--- src/mau_pkg.sv ---
// mau_pkg: shared types, register map and midpoint arithmetic for the
// midpoint audio upsampler
// no dependencies
package mau_pkg;

  localparam int SAMPLE_W = 16;
  localparam int PADDR_W  = 3;
  localparam int PDATA_W  = 32;

  typedef logic signed [SAMPLE_W-1:0] sample_t;

  // register index, taken from paddr[2]
  typedef enum logic {
    REG_RATE_LOG2 = 1'b0,
    REG_STEREO    = 1'b1
  } reg_idx_t;

  localparam logic [1:0] RATE_LOG2_RST = 2'd0;
  localparam logic       STEREO_RST    = 1'b1;

  typedef struct packed {
    logic [1:0] rate_log2;
    logic       stereo;
  } cfg_t;

  // (a+b)/2 truncated toward zero
  function automatic sample_t half_sum(input sample_t a, input sample_t b);
    logic signed [SAMPLE_W:0] s;
    begin
      s = {a[SAMPLE_W-1], a} + {b[SAMPLE_W-1], b};
      s = s + {{SAMPLE_W{1'b0}}, s[SAMPLE_W]};
      return s[SAMPLE_W:1];
    end
  endfunction

endpackage

--- src/midpoint_audio_upsampler_top.sv ---
// midpoint_audio_upsampler_top: x1/x2/x4/x8 midpoint upsampler, one output
// frame per cycle while out_stall is low; depends on mau_pkg, mau_cfg_regs, mau_point
//
//  port group   direction  handshake              payload
//  in_*         input      in_valid / in_stall    in_prime, in_left_in, in_right_in
//  out_*        output     out_valid / out_stall  out_left_out, out_right_out, out_last
//  apb          input      psel, penable, pready  paddr, pwdata, prdata
//
// an accepted sample item produces 2**rate_log2 output frames, one per cycle
// from the output register while out_stall is low; the run length
// is set by the single job register feeding the point logic
// a prime item only updates the held previous frame and produces nothing
// the next item is taken in the cycle the current run's last frame loads
// reset (synchronous, active low) clears the job, the output register and
// the held previous frame; out_stall holds the output register and the job
module midpoint_audio_upsampler_top #(
  parameter int MAX_RATE_LOG2 = 3
) (
  input  logic                         clk,
  input  logic                         rst_n,
  // input channel
  input  logic                         in_valid,
  output logic                         in_stall,
  input  logic                         in_prime,
  input  logic signed [15:0]           in_left_in,
  input  logic signed [15:0]           in_right_in,
  // result channel
  output logic                         out_valid,
  input  logic                         out_stall,
  output logic signed [15:0]           out_left_out,
  output logic signed [15:0]           out_right_out,
  output logic                         out_last,
  // register port
  input  logic                         psel,
  input  logic                         penable,
  input  logic                         pwrite,
  input  logic [mau_pkg::PADDR_W-1:0]  paddr,
  input  logic [mau_pkg::PDATA_W-1:0]  pwdata,
  output logic [mau_pkg::PDATA_W-1:0]  prdata,
  output logic                         pready
);

  localparam int LGW = $clog2(MAX_RATE_LOG2 + 1);
  localparam int CW  = MAX_RATE_LOG2;

  mau_pkg::cfg_t cfg;

  // held previous frame
  logic             have_prev_r;
  mau_pkg::sample_t prev_left_r;
  mau_pkg::sample_t prev_right_r;

  // job register: end points of the current run and the frame counter
  logic             job_valid_r;
  mau_pkg::sample_t job_a_left_r;
  mau_pkg::sample_t job_a_right_r;
  mau_pkg::sample_t job_b_left_r;
  mau_pkg::sample_t job_b_right_r;
  logic [LGW-1:0]   job_lg_r;
  logic [CW-1:0]    job_cnt_r;

  // output register
  logic             out_valid_r;
  mau_pkg::sample_t out_left_r;
  mau_pkg::sample_t out_right_r;
  logic             out_last_r;

  logic             in_acc;
  logic             out_load;
  logic             job_last;
  logic             job_done;
  logic [LGW-1:0]   lg_eff;
  mau_pkg::sample_t new_left;
  mau_pkg::sample_t new_right;
  mau_pkg::sample_t a_left;
  mau_pkg::sample_t a_right;
  mau_pkg::sample_t pt_left;
  mau_pkg::sample_t pt_right;

  mau_cfg_regs u_cfg (
    .clk     (clk),
    .rst_n   (rst_n),
    .psel    (psel),
    .penable (penable),
    .pwrite  (pwrite),
    .paddr   (paddr),
    .pwdata  (pwdata),
    .prdata  (prdata),
    .pready  (pready),
    .cfg     (cfg)
  );

  // rate above what the point logic supports saturates
  always_comb begin
    if (int'(cfg.rate_log2) > MAX_RATE_LOG2) begin
      lg_eff = LGW'(MAX_RATE_LOG2);
    end else begin
      lg_eff = LGW'(cfg.rate_log2);
    end
  end

  // mono: left is used for both channels, including the stored start point
  assign new_left  = in_left_in;
  assign new_right = cfg.stereo ? in_right_in : in_left_in;
  // with no previous frame the new frame is its own predecessor
  assign a_left    = have_prev_r ? prev_left_r : new_left;
  assign a_right   = have_prev_r ? (cfg.stereo ? prev_right_r : prev_left_r) : new_right;

  // handshake: the job advances when the output register is free or draining
  assign out_load = job_valid_r && (!out_valid_r || !out_stall);
  assign job_last = (job_cnt_r == CW'((1 << job_lg_r) - 1));
  assign job_done = out_load && job_last;
  assign in_stall = job_valid_r && !job_done;
  assign in_acc   = in_valid && !in_stall;

  mau_point #(.MAX_RATE_LOG2(MAX_RATE_LOG2)) u_pt_left (
    .a       (job_a_left_r),
    .b       (job_b_left_r),
    .lg      (job_lg_r),
    .cnt     (job_cnt_r),
    .is_last (job_last),
    .pt      (pt_left)
  );

  mau_point #(.MAX_RATE_LOG2(MAX_RATE_LOG2)) u_pt_right (
    .a       (job_a_right_r),
    .b       (job_b_right_r),
    .lg      (job_lg_r),
    .cnt     (job_cnt_r),
    .is_last (job_last),
    .pt      (pt_right)
  );

  // previous frame and job control
  always_ff @(posedge clk) begin
    if (!rst_n) begin
      have_prev_r  <= 1'b0;
      prev_left_r  <= '0;
      prev_right_r <= '0;
      job_valid_r  <= 1'b0;
      job_cnt_r    <= '0;
    end else begin
      if (in_acc) begin
        have_prev_r  <= 1'b1;
        prev_left_r  <= new_left;
        prev_right_r <= new_right;
      end
      if (in_acc && !in_prime) begin
        job_valid_r <= 1'b1;
        job_cnt_r   <= '0;
      end else if (job_done) begin
        job_valid_r <= 1'b0;
      end else if (out_load) begin
        job_cnt_r <= job_cnt_r + CW'(1);
      end
    end
  end

  // job payload, no reset needed
  always_ff @(posedge clk) begin
    if (in_acc && !in_prime) begin
      job_a_left_r  <= a_left;
      job_a_right_r <= a_right;
      job_b_left_r  <= new_left;
      job_b_right_r <= new_right;
      job_lg_r      <= lg_eff;
    end
  end

  // output register
  always_ff @(posedge clk) begin
    if (!rst_n) begin
      out_valid_r <= 1'b0;
    end else if (out_load) begin
      out_valid_r <= 1'b1;
    end else if (!out_stall) begin
      out_valid_r <= 1'b0;
    end
  end

  always_ff @(posedge clk) begin
    if (out_load) begin
      out_left_r  <= pt_left;
      out_right_r <= pt_right;
      out_last_r  <= job_last;
    end
  end

  assign out_valid     = out_valid_r;
  assign out_left_out  = out_left_r;
  assign out_right_out = out_right_r;
  assign out_last      = out_last_r;

endmodule

--- src/mau_cfg_regs.sv ---
// mau_cfg_regs: apb-style register file for rate_log2 and stereo
// depends on mau_pkg
module mau_cfg_regs (
  input  logic                         clk,
  input  logic                         rst_n,
  input  logic                         psel,
  input  logic                         penable,
  input  logic                         pwrite,
  input  logic [mau_pkg::PADDR_W-1:0]  paddr,
  input  logic [mau_pkg::PDATA_W-1:0]  pwdata,
  output logic [mau_pkg::PDATA_W-1:0]  prdata,
  output logic                         pready,
  output mau_pkg::cfg_t                cfg
);

  logic [1:0]        rate_log2_r;
  logic              stereo_r;
  logic              wr_en;
  mau_pkg::reg_idx_t idx;

  assign pready = 1'b1;
  assign wr_en  = psel & penable & pwrite;
  assign idx    = mau_pkg::reg_idx_t'(paddr[2]);

  always_ff @(posedge clk) begin
    if (!rst_n) begin
      rate_log2_r <= mau_pkg::RATE_LOG2_RST;
      stereo_r    <= mau_pkg::STEREO_RST;
    end else if (wr_en) begin
      unique case (idx)
        mau_pkg::REG_RATE_LOG2: rate_log2_r <= pwdata[1:0];
        mau_pkg::REG_STEREO:    stereo_r    <= pwdata[0];
        default:                rate_log2_r <= rate_log2_r;
      endcase
    end
  end

  always_comb begin
    prdata = '0;
    unique case (idx)
      mau_pkg::REG_RATE_LOG2: prdata[1:0] = rate_log2_r;
      mau_pkg::REG_STEREO:    prdata[0]   = stereo_r;
      default:                prdata      = '0;
    endcase
  end

  assign cfg.rate_log2 = rate_log2_r;
  assign cfg.stereo    = stereo_r;

endmodule

--- src/mau_point.sv ---
// mau_point: one interpolated point by dyadic bisection between two ends
// depends on mau_pkg
module mau_point #(
  parameter int MAX_RATE_LOG2 = 3
) (
  input  mau_pkg::sample_t                      a,
  input  mau_pkg::sample_t                      b,
  input  logic [$clog2(MAX_RATE_LOG2+1)-1:0]    lg,
  input  logic [MAX_RATE_LOG2-1:0]              cnt,
  input  logic                                  is_last,
  output mau_pkg::sample_t                      pt
);

  localparam int JW = MAX_RATE_LOG2 + 1;

  logic [JW-1:0] j;

  assign j = {1'b0, cnt} + JW'(1);

  // walk down the halving tree, stop at the level where j sits on a midpoint
  always_comb begin
    mau_pkg::sample_t lo;
    mau_pkg::sample_t hi;
    mau_pkg::sample_t mid;
    logic             done;
    logic [JW-1:0]    mask;
    logic [JW-1:0]    bitv;
    lo   = a;
    hi   = b;
    pt   = b;
    done = is_last;
    for (int L = MAX_RATE_LOG2 - 1; L >= 0; L--) begin
      mask = JW'((1 << (L + 1)) - 1);
      bitv = JW'(1 << L);
      mid  = mau_pkg::half_sum(lo, hi);
      if (!done && (L < int'(lg))) begin
        if ((j & mask) == bitv) begin
          pt   = mid;
          done = 1'b1;
        end else if (j[L]) begin
          lo = mid;
        end else begin
          hi = mid;
        end
      end
    end
  end

endmodule

--- config.mk ---
export PLATFORM = sky130hd
export DESIGN_NAME = midpoint_audio_upsampler_top
export DESIGN_NICKNAME = d
export VERILOG_FILES = /design/src/mau_pkg.sv /design/src/midpoint_audio_upsampler_top.sv /design/src/mau_cfg_regs.sv /design/src/mau_point.sv
export SDC_FILE = /design/constraint.sdc
export NUM_CORES = 1
export LEC_CHECK = 0
export BUFFER_PORTS_ARGS = -buffer_cell sky130_fd_sc_hd__buf_2
export CORE_UTILIZATION = 35
export CTS_CLUSTER_SIZE = 24
export DETAILED_ROUTE_END_ITERATION = 8
export GPL_TIMING_DRIVEN = 0
export PLACE_DENSITY = 0.49
export SYNTH_ARGS = -nofsm -noshare
export SYNTH_HDL_FRONTEND = slang
export SYNTH_HIERARCHICAL = 1
export SYNTH_SLANG_ARGS = --single-unit
export TNS_END_PERCENT = 20
--- constraint.sdc ---
create_clock -name clk -period 10.8 [get_ports clk]
set_input_delay 1.08 -clock clk [delete_from_list [all_inputs] [get_ports clk]]
set_output_delay 1.08 -clock clk [all_outputs]
set_load 0.02 [all_outputs]
# [After elaboration in Yosys (flattened, before gate mapping)]
# Cells that the tools add are included.
# W data, S select, Z words.
[word_totals] reg_bits=140 elab_cells=116 output_inout_bits=68
[op_classes] addsub=15 bitwise_logic=5 n_reduce_logical=22 mux=50 n_lt_le_gt_ge=3 eq_ne=4 shifts=1
[ops] operator="$mux W16" n=40
[ops] operator="$add A16 B16 Y17" n=6
[ops] operator="$add A17 B1 Y17" n=6
[ops] operator="$mux W1" n=9
[ops] operator="$logic_and A1 B1 Y1" n=8
[ops] operator="$logic_not A1 Y1" n=8
[ops] operator="$add A3 B1 Y3 const B" n=2
[ops] operator="$reduce_and A2 Y1" n=3
[ops] operator="$lt A1 B2 Y1 const A" n=2
[ops] operator="$eq A3 B3 Y1" n=1
[ops] operator="$eq A3 B3 Y1 const B" n=1
[ops] operator="$not A1 Y1" n=3
[ops] operator="$shl A1 B2 Y3 const A" n=1
[ops] operator="$sub A3 B2 Y3 const B" n=1
[ops] operator="$and A1 B1 Y1" n=2
[ops] operator="$eq A2 B2 Y1 const B" n=1
[ops] operator="$lt A2 B2 Y1 const A" n=1
[ops] operator="$ne A2 B1 Y1 const B" n=1
[ops] operator="$pmux W1 S2" n=1
[ops] operator="$reduce_bool A2 Y1" n=1
[ops] operator="$reduce_or A2 Y1" n=1
[ops] operator="$logic_or A1 B1 Y1" n=1

# [Longest topological paths before layout]
# Gate-level depths: netlist of the first run.
[depth] ltp_word=15 depth_mapped=44 mapped_depth_nobuf=43

# [Cells and area by module]
# Netlist of the first run, hierarchy kept.
[by_module_without_submodules] module="midpoint_audio_upsampler_top" seq_area_each_um2=3733.6 instances=1 area_per_inst_um2=5669.2 cells_each=416
[by_module_without_submodules] module="mau_point (u_pt_right)" seq_area_each_um2=0.0 instances=1 area_per_inst_um2=4884.7 cells_each=758
[by_module_without_submodules] module="mau_point (u_pt_left)" seq_area_each_um2=0.0 instances=1 area_per_inst_um2=4748.3 cells_each=710
[by_module_without_submodules] module="mau_cfg_regs" seq_area_each_um2=60.1 instances=1 area_per_inst_um2=405.4 cells_each=50

# [Least setup slack after synthesis of the first run]
# OpenSTA, ideal clock, no wires.
[synth_path] path_type="register to register" start="reg job_b_right_r[0]" end="reg out_right_r[15] (netlist: out_right_out[15]) (data pin)" arrival_ps=9311 path_stages_with_launch=42 slack_ps=1222 synth_period_minus_slack_ps=9578 cell_sequence="edfxtp_1 ha_1 fa_1 a211oi_1 o211ai_1 a41oi_1 a222oi_1 nor2b_1 ha_1 nand3_1 mux2i_1 or4b_2 nor2_1 nand4_1 xor2_1 nor2_1 nor2_1 ha_1 (+6 left out) nand4_1 or4_1 or2_2 nor2_1 xnor2_1 o21ai_0 ha_1 and4_1 o21a_1 o21ai_0 and3_1 ha_1 and2_1 and4_1 nand4_1 o31a_1 o21bai_1 o211ai_1"
[synth_between] elab_chain_len=14 elab_cells_between_ends=24
[synth_lines] element="start, declared" line_no="midpoint_audio_upsampler_top.sv:58" text="mau_pkg::sample_t job_b_right_r;"
[synth_lines] element="start signal, assigned" line_no="midpoint_audio_upsampler_top.sv:165" text="job_b_right_r <= new_right;"
[synth_lines] element="$add A16 B16 Y17" line_no="mau_pkg.sv:30" text="s = {a[SAMPLE_W-1], a} + {b[SAMPLE_W-1], b};"
[synth_lines] element="$add A17 B1 Y17" line_no="mau_pkg.sv:31" text="s = s + {{SAMPLE_W{1'b0}}, s[SAMPLE_W]};"
[synth_lines] element="$mux W16" line_no="mau_point.sv:40" text="end else if (j[L]) begin"
[synth_lines] element="$mux W16" line_no="mau_point.sv:37" text="if ((j & mask) == bitv) begin"
[synth_lines] element="$mux W16" line_no="mau_point.sv:36" text="if (!done && (L < int'(lg))) begin"
[synth_lines] element="$add A16 B16 Y17" line_no="mau_pkg.sv:30"
[synth_lines] element="$add A17 B1 Y17" line_no="mau_pkg.sv:31"
[synth_lines] element="$mux W16" line_no="mau_point.sv:40"
[synth_lines] element="$mux W16" line_no="mau_point.sv:37"
[synth_lines] element="$mux W16" line_no="mau_point.sv:36"
[synth_lines] element="$add A16 B16 Y17" line_no="mau_pkg.sv:30"
[synth_lines] element="$add A17 B1 Y17" line_no="mau_pkg.sv:31"
[synth_lines] element="$mux W16" line_no="mau_point.sv:37"
[synth_lines] element="$mux W16 (*)" line_no="mau_point.sv:36"
[synth_lines] element="net pt_right[15]" line_no="midpoint_audio_upsampler_top.sv:78" text="mau_pkg::sample_t pt_right;"
[synth_lines] element="end signal, assigned" line_no="midpoint_audio_upsampler_top.sv:184" text="out_right_r <= pt_right;"
[synth_lines] element="end, declared" line_no="midpoint_audio_upsampler_top.sv:65" text="mau_pkg::sample_t out_right_r;"
# The timed path passes the listed nets; every way through them passes the cells marked *.
# A chain may end at the register's enable or synchronous reset.

# [Worst setup path after layout of the first run]
[layout_path] start="reg job_a_right_r[0]" end="reg out_right_r[11] (netlist: out_right_out[11]) (data pin)"
[layout_between] elab_chain_len=14 elab_cells_between_ends=24
[layout_lines] element="start, declared" line_no="midpoint_audio_upsampler_top.sv:56" text="mau_pkg::sample_t job_a_right_r;"
[layout_lines] element="start signal, assigned" line_no="midpoint_audio_upsampler_top.sv:163" text="job_a_right_r <= a_right;"
[layout_lines] element="$add A16 B16 Y17" line_no="mau_pkg.sv:30"
[layout_lines] element="$add A17 B1 Y17" line_no="mau_pkg.sv:31"
[layout_lines] element="$mux W16" line_no="mau_point.sv:40"
[layout_lines] element="$mux W16" line_no="mau_point.sv:37"
[layout_lines] element="$mux W16" line_no="mau_point.sv:36"
[layout_lines] element="$add A16 B16 Y17" line_no="mau_pkg.sv:30"
[layout_lines] element="$add A17 B1 Y17" line_no="mau_pkg.sv:31"
[layout_lines] element="$mux W16" line_no="mau_point.sv:40"
[layout_lines] element="$mux W16" line_no="mau_point.sv:37"
[layout_lines] element="$mux W16" line_no="mau_point.sv:36"
[layout_lines] element="$add A16 B16 Y17" line_no="mau_pkg.sv:30"
[layout_lines] element="$add A17 B1 Y17" line_no="mau_pkg.sv:31"
[layout_lines] element="$mux W16" line_no="mau_point.sv:37"
[layout_lines] element="$mux W16 (*)" line_no="mau_point.sv:36"
[layout_lines] element="net pt_right[11]" line_no="midpoint_audio_upsampler_top.sv:78"
# Marks and branches as above.

==> results of run 1 <==
## registers in the layout, indices dropped and copies added, names as in the netlist, 2 cells and up
signal             cells
job_a_right_r         16
job_lg_r               2
job_b_right_r         16
prev_left_r           16
prev_right_r          16
job_cnt_r              3
out_left_out          16
job_a_left_r          16
u_cfg/rate_log2_r      2
job_b_left_r          16
out_right_out         16
## worst register-to-register path, delay by kind of cell, from the launching register on
family,cells,cell delay [ns]
multiplexers,1,0.21
adder cells (fa/ha/maj),7,2.02
XOR/XNOR,2,0.39
AO/OA/AOI/OAI,12,2.38
AND/OR/NAND/NOR,19,4.80
flip-flops,1,0.42
## final cells by class
class	instances	share of cell area, %
plain buffers	125	3.52
clock buffers	18	2.44
clock inverters	14	0.820
inverters	70	1.46
multi-input cells	1628	63.4
flip-flops and latches	140	21.1
well taps	592	4.11
repair buffers	99	3.21
## metal layers
layer  up-vias  track usage [%]
met5         -                0
met4         2             6.11
met3        48             2.42
met2       474             35.6
met1      7170             35.1
li1       7432                -
## logic make-up after synthesis
logic type	Yosys count
AOI/OAI and AO/OA	554
xor gates and xnor gates	150
adders and majority gates	115
buffers and inverters	195
DFF	140
muxes	75
other	2
and+or+nand+nor	703
## metrics by stage
step / hold WS (ns) / std cells / setup TNS, ns / power [uW] / util (%)
after detailed placement: 0.449 / 2636 / -7.94 / 1710 / 38.5
after global routing: 0.471 / 2686 / -0.0533 / 2510 / 40.7
final: 0.458 / 2686 / 0 / 2370 / 40.7
after CTS: 0.459 / 2674 / 0 / 2350 / 40.2
after floorplan: 0.424 / 1963 / 0 / 1440 / -
after global placement: 0.448 / 2634 / -6.86 / 1700 / 38.3
## repair_timing
action / CTS / global route
endpoints found under the setup margin: 21 / 14
pin swaps: 6 / 14
gates resized for setup: 26 / 31
setup buffers: 6 / 12
endpoints found under the hold margin: 0 / 0
gates cloned: 0 / 0
## final timing paths
kind                    start                end  cells after the start
max          job_a_right_r[0]  out_right_out[11]                     41
max reg2reg  job_a_right_r[0]  out_right_out[11]                     41
min reg2reg   prev_right_r[3]    prev_right_r[3]                      2
min           prev_right_r[3]    prev_right_r[3]                      2
## power by group through the flow
stage / Clock, uW / Sequential (uW) / Combinational, uW
after floorplan: 0 / 665 / 774
after global placement: 0 / 671 / 1030
after detailed placement: 0 / 669 / 1040
after CTS: 625 / 657 / 1060
after global routing: 643 / 661 / 1210
final: 613 / 658 / 1100
## Yosys cell counts (8+ instances only)
library cell and instances:
o211ai_1 21, a21oi_1 138, nand2_1 199, ha_1 109, and3_1 24, clkbuf_1 75, a211oi_1 43, buf_4 33
buf_2 9, o21ai_0 115, mux2i_1 29, nor4_1 11, nand4_1 52, nor2_1 155, nor2b_1 15, dfxtp_1 41
inv_1 70, a31oi_1 27, nand3_1 63, xor2_1 65, o21a_1 19, nor3_1 40, and4_1 14, or3_1 8
edfxtp_1 99, o22ai_1 18, and2_1 23, o21ai_1 15, a211oi_2 14, mux2_2 42, nand2b_1 19, a21o_1 31
xnor2_1 82, nor3b_1 25, a211o_1 9
==> run summary, run 1 <==
Once detail routing completed, the nets flagged for antenna violations numbered 0. Master of the slowest instance on the critical path: or4_4. The number of failing hold endpoints at the final stage was 0; the global router's overall resource usage was 23.5%.

The tools report the number of global-route vias before repair as 13800. The finished cells cover 18000 sq um. The total I/O pin count was 143.

The run gives 1370 uW as the internal power consumption. The post-synthesis sequential area ratio was 24.2%; the site row count was 77. Registers take 3790 sq um. The arithmetic-cell share of the synthesized area counting full adders, half adders and majority gates works out to 9.45%. The number of pins with negative max-slew slack in the final report is 0, and the met1 wire length is 26.6 mm. Entering global routing, the biggest net connects 35 pins.

After the first detailed-routing iteration, the DRC count stood at 1132. For this configuration, the core starts out at a cell density of 35.5%. Headroom to the max-slew limit came out at 12.7%.

Setup repair after global routing could not meet its margin everywhere. The run gives 53.8 mm as the total routed wirelength. The library cells used most frequently in the layout, excluding fill and tap cells, are nand2_1 (199), nor2_1 (151), a21oi_1 (135), o21ai_0 (108), ha_1 (105). The maximum clock frequency came out at 0.0963 GHz.

The total overflow left after global routing is 0. Ranked by total cell area, the synthesized netlist is headed by edfxtp_1 (19%), ha_1 (8.7%), dfxtp_1 (5.2%). The worst setup path is launched from a register.

Worst setup path category: reg2reg. Between clock sinks in the finished design, the worst skew comes to 0.0150 ns. The worst voltage drop across the vdd grid was 0.0000940 V.

After detailed placement, the total cell area comes to 17000 sq um. The setup violation total in the final timing report is 0. Yosys mapped a number of flops with a built-in enable equal to 99. After detailed routing, the average wire length per cell comes to 20.0 um. The share of the synthesized area in the top cell type is 18.9%. During placement, the flow inserted port buffers numbering 79. Detailed placement ended at an HPWL of 43.4 mm. The synthesized netlist devotes 23.0% of its cell area to simple gates. The layout has 4491 filler cells. In the synthesized netlist, the number of instances is 1934. The path class of the tightest hold or removal check is reg2reg. In this run, post-CTS hold repair placed 0 buffers. The fraction of final layout cells with drive strength greater than 1 was 16.1%. The root cell of the clock tree is clkbuf_16.

Routed signal wires occupy layers up through met5. For this run, the number of Yosys warnings is 6. In this run the power spent charging and discharging nets is 1000 uW. Counting both buffers and inverters, the worst setup path holds a total of 0. Dominant combinational cell family by area after synthesis: compound AO/OA/AOI/OAI gates.

The leakage power is 0.00723 uW, and the number of library cell types mapped by synthesis is 107. In this run switching power makes up 42.2% of total power. The number of antenna violations at the first check in global routing was 1. The kind of end point of the critical path is a register.

TritonCTS built the clock tree. The synthesized area per cell was 8.12 sq um; the final antenna diode count was 0. In the routed layout, each cell is associated on average with a via count of 5.63.

The tools report the clock insertion delay at the later pin of the skew report as 0.46 ns. The die is 214 um tall. The final clock period utilization by the worst path is 96.2%, and the proportion of synthesized area in mux cells is 5.24%. The final layout contains 2271 nets. In this run the number of H-tree levels came out at 4.

Summing all multi-input logic gate instances after layout gives 11400 sq um. The area fraction in compound gates after synthesis is 23.9%, and the worst stage delay on the critical path is 0.60 ns. The worst setup slack after layout is 0.414 ns, and the die area is 45700 sq um. The clock network accounts for 25.8% of the total power. The maximum net fanout on the critical path works out to 6.

The synthesized netlist devotes 8.51% of its cell area to XOR and XNOR gates. Combinational logic is responsible for 46.5% of the overall power. Grouping stages by cell kind, the critical path spends the most delay in simple AND/OR/NAND/NOR gates. Summed over all nets, wire length on met3 after detailed routing comes to 3.13 mm. The power density over the cells works out to 132 nW/um^2. The run finished with clean final reports. The floorplan core area was 44200 sq um. For the pin with the worst max-slew slack, the measured transition is 1.30 ns.

Summing every instance area after synthesis gives 15700 sq um. Clock tree synthesis found a total of 140 sinks. The final weighted congestion of routability-driven global placement is 0.919. The most common library cell in the layout ignoring fill and taps is nand2_1.

The cell that appears most often on the critical path is ha_1. For the count of TritonRoute iterations in the first routing pass, the log shows 7. In this run, flip-flops and latches consume 27.7% of the power.

In the synthesized netlist the async set-or-reset flop fraction comes to 0%. The endpoint required time on the critical path is 11.08 ns, and the synthesis-to-finish area growth is 14.6%. For the detailed-route DRC error count, the log shows 0.

The routed design uses 23.0 mm of met2 wire. Counting along the longest clock path gives a buffer depth of 2. Summed over all instances, the cell type with the most area after synthesis is edfxtp_1.

The first global-routing pass estimated 81.3 mm of wire. Max-capacitance violation count: 0. Clock-pin slew was measured on the worst setup and hold paths at 0.07 ns. In this run, CTS created clock tree buffers numbering 17. The run gives 0.41 ns as the register-to-register setup slack. Primary flip-flop cell chosen by synthesis mapping: edfxtp_1. Worst setup slack before clock tree synthesis: -1.35 ns.

The final critical path time including I/O delays and setup is 10.39 ns. Data on the critical path arrives at its endpoint at 10.67 ns. Across all layers, the routed design uses 15100 vias. The flip-flop and latch count after synthesis was 140; the horizontal extent of the die was 214 um.
Note: power is estimated with default switching activity, not from simulation.
==> run 2: changes to the inputs <==
Settings changed: ABC_AREA set to 1, CORE_ASPECT_RATIO set to 1.5, PLACE_DENSITY 0.49 to 0.48.
==> run summary, run 2 <==
The tools report the internal power consumption as 1380 uW (+0.18%). From synthesis to final layout, the design area changed by 11.3%. Post-synth design cell area: 17000 sq um (+8.4%). Final critical path time including I/O delays and setup: 10.12 ns (-0.268 ns). Counting stages on the worst path, the most repeated cell is nand2_1. The tools report the remaining number of nets flagged by the antenna check after routing as 0 (unchanged). The run finished with clean final reports. The worst setup path is launched from a register. The fraction of power consumed by sequential logic is 24.5% (-3.2 points). The final weighted congestion of routability-driven global placement was 1.09 (+19%); the count of TritonRoute iterations in the first routing pass was 7 (unchanged).

The maximum number of pins on one net before global-route repair is 67 (+91%). The logs give 28.2% (+15 points) for the worst slew slack as a fraction of its limit and 22.7% (-3.1 points) for the clock power share. Primary flip-flop cell chosen by synthesis mapping: edfxtp_1.

The max-capacitance violation count came out at 0 (unchanged). The total routed wirelength was 71.5 mm (+33%). Share of the synthesized area in the top cell type: 19.1% (+0.13 points). The tools report the placed instance area as 18300 sq um (+7.6%). In this run the worst hold path is classified as reg2reg. Number of vias in the routed layout: 18000 (+19%). The critical path is of the reg2reg type. The tools report the leakage power as 0.00970 uW (+34%). Detailed-route vias per instance: 5.14 (-8.8%). The number of global-route vias before repair is 17300 (+25%), and the synthesized area per cell is 6.16 sq um (-24%).

The arrival time reported for the critical path endpoint came out at 10.32 ns (-0.35 ns). The share of flip-flops with an asynchronous set or reset came out at 0% (unchanged). The library cell with the largest summed area after synthesis is nand2_1.

For the final worst hold slack, the log shows 0.490 ns (+0.0319 ns). The tree is rooted in a clkbuf_16. In the layout the commonest cells are nand2_1 (864), inv_1 (379), nor2_1 (242), nand3_1 (234), a21oi_1 (148). The number of buffers added for setup after CTS was 0 (-6). Kind of end point of the critical path: a register. The maximum net fanout on the critical path came out at 5 (-1). The final antenna diode count was 0 (unchanged); the clock insertion delay at the later pin of the skew report was 0.45 ns (about the same). The slew at the pin closest to its max-slew limit is 1.07 ns (-0.231 ns), and the number of warnings reported in the yosys synthesis log is 6 (unchanged). The number of antenna violations at the first check in global routing is 1 (unchanged), and the maximum clock frequency is 0.0988 GHz (+2.7%). The total I/O pin count was 143 (unchanged); the detailed-route DRC error count was 0 (unchanged). Number of failing hold endpoints at the final stage: 0 (unchanged). The final global-route overflow total is 0 (unchanged), and the register clock-pin slew on the reported worst setup and hold paths is 0.08 ns (about the same).

For the wire length of the first global-routing pass, the log shows 104 mm (+28%). The switching share of power works out to 49.3% (+7.2 points). Leaving out fill and tap cells, the most frequent cell in the layout is nand2_1.

The die span in y was 272 um (+27%); the global router's overall resource usage was 28.6% (+5.1 points). Sorting the synthesized cells by how often they occur yields nand2_1 (864), inv_1 (380), nor2_1 (242). The final clock period utilization by the worst path came out at 93.7% (-2.5 points). The horizontal extent of the die is 182 um (-15%), and the number of enable flip-flop cells after synthesis is 99 (unchanged). The run gives 52.7% (+6.2 points) as the part of the total power dissipated in combinational logic.

The hold buffer count at CTS was 0 (unchanged); the count of input and output buffers was 78 (-1.3%). For the clock sink count, the log shows 140 (unchanged). TritonCTS built the clock tree.

The floorplan core area was 47800 sq um (+8.1%). Ranked by total cell area, the synthesized netlist is headed by nand2_1 (19%), edfxtp_1 (17%), inv_1 (8.4%). The switching power was 1340 uW (+34%). The number of nets in the layout was 3080 (+36%); the worst voltage drop across the vdd grid was 0.000121 V (+29%).

The area of all placed cells without fillers is 18900 sq um (+5.2%). The fraction of final layout cells with drive strength greater than 1 is 11.4% (-4.7 points), and the per-cell routed wire length is 20.4 um (+2.0%). The placed wire-length estimate was 61.2 mm (+41%); the starting utilization of the core area was 35.6% (+0.076 points). The run gives 2 (unchanged) as the number of buffers on the longest clock path. Number of standard cells after synthesis: 2763 (+43%). The tools report the post-synthesis sequential area ratio as 22.3% (-1.9 points).

The logs give 53 (-50%) for the number of library cell types mapped by synthesis and 4 (unchanged) for the total number of H-tree levels. The site row count is 98 (+27%). Worst stage delay on the critical path: 0.52 ns (-0.08 ns). The slowest stage of the critical path belongs to the cell a21oi_1. The run gives 11.00 ns (-0.08 ns) as the endpoint required time on the critical path.

The die area is 49500 sq um (+8.3%), and the flip-flop and latch count after synthesis is 140 (unchanged). The number of DRC markers in iteration 0 was 1147 (+1.3%); the number of pins with negative max-slew slack in the final report was 0 (unchanged). The final clock skew is 0.0212 ns (+0.00622 ns), and the setup violation total in the final timing report is 0 (unchanged). The number of CTS-inserted buffers is 17 (unchanged).

The most common cell in the synthesized netlist is nand2_1. The core occupancy in the finished layout was 39.6% (-1.1 points); the power density over the cells was 143 nW/um^2 (+8.7%).
-- run 2: cell types whose count changed after synthesis, sizes merged, moves of 29 or more --
cell	delta
inv	+327
nand3	+181
mux2	-44
a211oi	-56
nand2	+705
clkbuf	-43
mux2i	-29
nor2	+115
xnor2	-58
o21ai	+45
-- run 2: worst max-delay path, delay by kind of cell, from the launching register on --
family	cells	cell delay, ns
and+or+nand+nor	37	4.83
buffers and inverters	5	0.37
DFF	1	0.46
AOI/OAI and AO/OA	9	2.24
adders and majority gates	7	1.94
-- run 2: final cells by class --
type	count	area (sq um)
Tap cell	600	751
Buffer	96	531
Timing Repair Buffer	79	418
Clock inverter	15	184
Sequential cell	140	3790
Fill cell	5338	28900
Inverter	397	1490
Clock buffer	17	425
Multi-Input combinational cell	2159	11300
-- run 2: repair_timing --
item | in CTS | in global routing
hold endpoints to repair | 0 | 0
resized for setup | 0 | 4
setup endpoints to repair | 0 | 4
-- run 2: kinds of logic (layout without fill, tap and decap cells) --
family                   Yosys count  in the layout  synth area share, %
XOR/XNOR                          86             86                 5.17
multiplexers                       2              2                0.132
buffers and inverters            493            604                 11.9
adder cells (fa/ha/maj)          115            115                 8.72
AND/OR/NAND/NOR                 1535           1535                 39.3
other                              2             31               0.0441
AO/OA/AOI/OAI                    390            390                 12.5
flip-flops                       140            140                 22.3
-- run 2: power groups by stage --
stage / logic [uW] / clock network, uW / registers [uW]
5_1_grt: 1580 / 647 / 670
2_1_floorplan: 978 / 0 / 679
3_3_place_gp: 1410 / 0 / 681
3_5_place_dp: 1410 / 0 / 679
6_report: 1430 / 618 / 666
4_1_cts: 1420 / 632 / 667
-- run 2: worst paths after layout --
kind                        startpoint               end  slack [ns]  depth (start not counted)
hold / removal    u_cfg/rate_log2_r[1]       job_lg_r[1]        0.49                          0
setup / recovery      job_b_right_r[0]  out_right_out[9]        0.68                         58
setup reg to reg      job_b_right_r[0]  out_right_out[9]        0.68                         58
hold reg to reg   u_cfg/rate_log2_r[1]       job_lg_r[1]        0.49                          0
-- run 2: layer usage --
| layer | part of all wire, % | up-vias | GRT usage [%] |
|---|---|---|---|
| met5 | 0 | - | 0 |
| met4 | 8.3 | 0 | 22.6 |
| met3 | 2.6 | 174 | 2.50 |
| met2 | 55 | 471 | 56.2 |
| met1 | 34 | 8274 | 26.6 |
| li1 | - | 9078 | - |
-- run 2: metrics by stage --
stage / std cells / setup slack, ns / total power, uW / TNS (ns)
final: 3503 / 0.682 / 2720 / 0
after global routing: 3503 / -0.0305 / 2890 / -0.0305
after CTS: 3503 / 0.881 / 2720 / 0
after detailed placement: 3471 / 0.953 / 2090 / 0
after global placement: 3470 / 0.939 / 2090 / 0
after floorplan: 2792 / 3.12 / 1660 / 0
==> run 3: changes to the inputs <==
Settings changed: SETUP_SLACK_MARGIN set to 0.5.
Clock period 10.8 ns to 13.08 ns, I/O delays scaled along.
==> run summary, run 3 (same netlist as run 2, synthesis figures left out) <==
The flow ran to the end, and the final reports show no timing, DRC or antenna violations. The logs give 0 (unchanged) for the number of failing hold endpoints at the final stage and 0.486 ns (-0.00331 ns) for the final worst hold slack. For the worst setup slack before clock tree synthesis, the log shows 3.23 ns (+2.28 ns). The worst setup path is launched from a register.

The number of buffers added for setup after CTS was 0 (unchanged). In this run the worst hold path is classified as reg2reg. The run gives 0 (unchanged) as the final antenna diode count.

The logs give 104 mm (unchanged) for the wire length of the first global-routing pass and 28.6% (unchanged) for the global router's overall resource usage. The tools report the number of global-route vias before repair as 17300 (unchanged). The maximum net fanout on the critical path came out at 5 (unchanged). The per-cell routed wire length works out to 20.4 um (about the same). The final clock period utilization by the worst path was 78.8% (-15 points); the number of vias in the routed layout was 18000 (+0.061%). The hold-critical path depth was 0 (unchanged); the horizontal extent of the die was 182 um (unchanged).

The endpoint required time on the critical path was 13.28 ns (+2.28 ns); the final cell count without fillers was 3503 (unchanged). The run gives 0.00970 uW (about the same) as the leakage power. The max-capacitance violation count is 0 (unchanged), and the aggregate negative setup slack is 0 ns (unchanged).

The worst voltage drop across the vdd grid is 0.000101 V (-17%), and the register clock-pin slew on the reported worst setup and hold paths is 0.07 ns (about the same). The remaining number of nets flagged by the antenna check after routing is 0 (unchanged), and the number of instances resized during post-cts repair is 0 (unchanged). Total I/O pin count: 143 (unchanged).

The slowest stage of the critical path belongs to the cell a21oi_1. For the area of all placed cells without fillers, the log shows 18900 sq um (about the same). The slew at the pin closest to its max-slew limit came out at 1.13 ns (+0.0665 ns). The run gives 0 (unchanged) as the number of pins with negative max-slew slack in the final report. The logs give 10.51 ns (+0.19 ns) for the arrival time reported for the critical path endpoint and 71.6 mm (about the same) for the total routed wirelength.

For the die area, the log shows 49500 sq um (unchanged). The setup path with the least slack is of type reg2reg. The tools report the setup violation total in the final timing report as 0 (unchanged).

Power density over the cells: 118 nW/um^2 (-17%). The library cells used most frequently in the layout, excluding fill and tap cells, are nand2_1 (864), inv_1 (379), nor2_1 (242), nand3_1 (234), a21oi_1 (150). The run gives 3790 sq um (unchanged) as the register area. The final global-route overflow total is 0 (unchanged). The detailed-route DRC error count came out at 0 (unchanged). Starting utilization of the core area: 35.6% (unchanged). The critical path depth in cells came out at 58 (unchanged). The count of filler cells inserted in the layout was 5339 (+0.019%); the placed wire-length estimate was 61.2 mm (unchanged). The final critical path time including I/O delays and setup was 10.30 ns (+0.186 ns); the synthesis-to-finish area growth was 11.2% (about the same). The total number of H-tree levels is 4 (unchanged). Clock tree synthesis selected as its root buffer the cell clkbuf_16. Area of the multi-input gates: 11300 sq um (-0.14%). For the maximum clock frequency, the log shows 0.0970 GHz (-1.8%).

The number of instances in the placed design is 3471 (unchanged), and the floorplan core area is 47800 sq um (unchanged). The number of buffers and inverters on the critical path is 6 (+1), and the clock insertion delay at the later pin of the skew report is 0.45 ns (about the same). The hold buffer count at CTS came out at 0 (unchanged).

The logic depth of the worst register-to-register path came out at 58 (unchanged). Setup repair after global routing left no endpoint under its margin. The die span in y is 272 um (unchanged). The worst setup path is captured at a register. Counting stages on the worst path, the most repeated cell is nand2_1. The run gives 2.78 ns (+2.09 ns) as the worst setup slack after layout.

The run gives 98 (unchanged) as the site row count. Number of DRC markers in iteration 0: 1182 (+3.1%). In this design, the largest share of critical-path delay is due to simple AND/OR/NAND/NOR gates. The final clock skew is 0.0188 ns (-0.00239 ns).

The number of antenna violations at the first check in global routing was 1 (unchanged). The final weighted congestion of routability-driven global placement was 1.09 (unchanged). The count of input and output buffers is 78 (unchanged). Clock sink count: 140 (unchanged). The tools report the worst slew slack as a fraction of its limit as 23.9% (-4.3 points). The placed instance area came out at 18300 sq um (unchanged). The number of CTS-inserted buffers is 17 (unchanged).

For the number of nets in the layout, the log shows 3080 (unchanged). The worst stage delay on the critical path is 0.65 ns (+0.13 ns). Number of buffers on the longest clock path: 2 (unchanged). The detailed-route vias per instance is 5.14 (about the same), and the count of TritonRoute iterations in the first routing pass is 8 (+1).

TritonCTS built the clock tree. The fraction of final layout cells with drive strength greater than 1 works out to 11.3% (-0.14 points). The maximum number of pins on one net before global-route repair was 67 (unchanged). The library cell used most frequently in the layout, excluding fill and tap cells, is nand2_1.
[run 3: cell counts in the layout (fill, tap and decap cells not counted)]
No cell type changed its count.
[run 3: worst paths after layout]
path / startpoint / endpoint / slack, ns
hold reg to reg: u_cfg/rate_log2_r[1] / job_lg_r[1] / 0.49
setup reg to reg: job_b_right_r[0] / out_right_out[9] / 2.78
hold / removal: u_cfg/rate_log2_r[1] / job_lg_r[1] / 0.49
setup / recovery: job_b_right_r[0] / out_right_out[9] / 2.78
[run 3: routing by layer]
| metal | global-route usage [%] | routed length, um | vias to the layer above | part of all wire [%] |
|---|---|---|---|---|
| met5 | 0 | 0 | - | 0 |
| met4 | 22.6 | 6190 | 0 | 8.6 |
| met3 | 2.50 | 2050 | 175 | 2.9 |
| met2 | 56.2 | 38900 | 481 | 54 |
| met1 | 26.6 | 24400 | 8264 | 34 |
| li1 | - | - | 9088 | - |
[run 3: metrics by stage]
step,total power (uW),util (%)
floorplan,1370,-
detailed placement,1730,38.3
global route,2390,39.6
CTS,2240,39.6
finish,2240,39.6
global placement,1720,38.2
[run 3: area by class of cell]
class                   count  area share, %
repair buffers             79           2.21
multi-input cells        2159           59.9
well taps                 600           3.97
plain buffers              96           2.80
inverters                 397           7.89
clock inverters            15          0.972
clock buffers              17           2.25
flip-flops and latches    140           20.0
[run 3: report_power, final]
| group | total, uW | internal, uW | switching (uW) |
|---|---|---|---|
| logic | 1180 | 352 | 829 |
| clock network | 510 | 260 | 249 |
| registers | 550 | 523 | 27.0 |
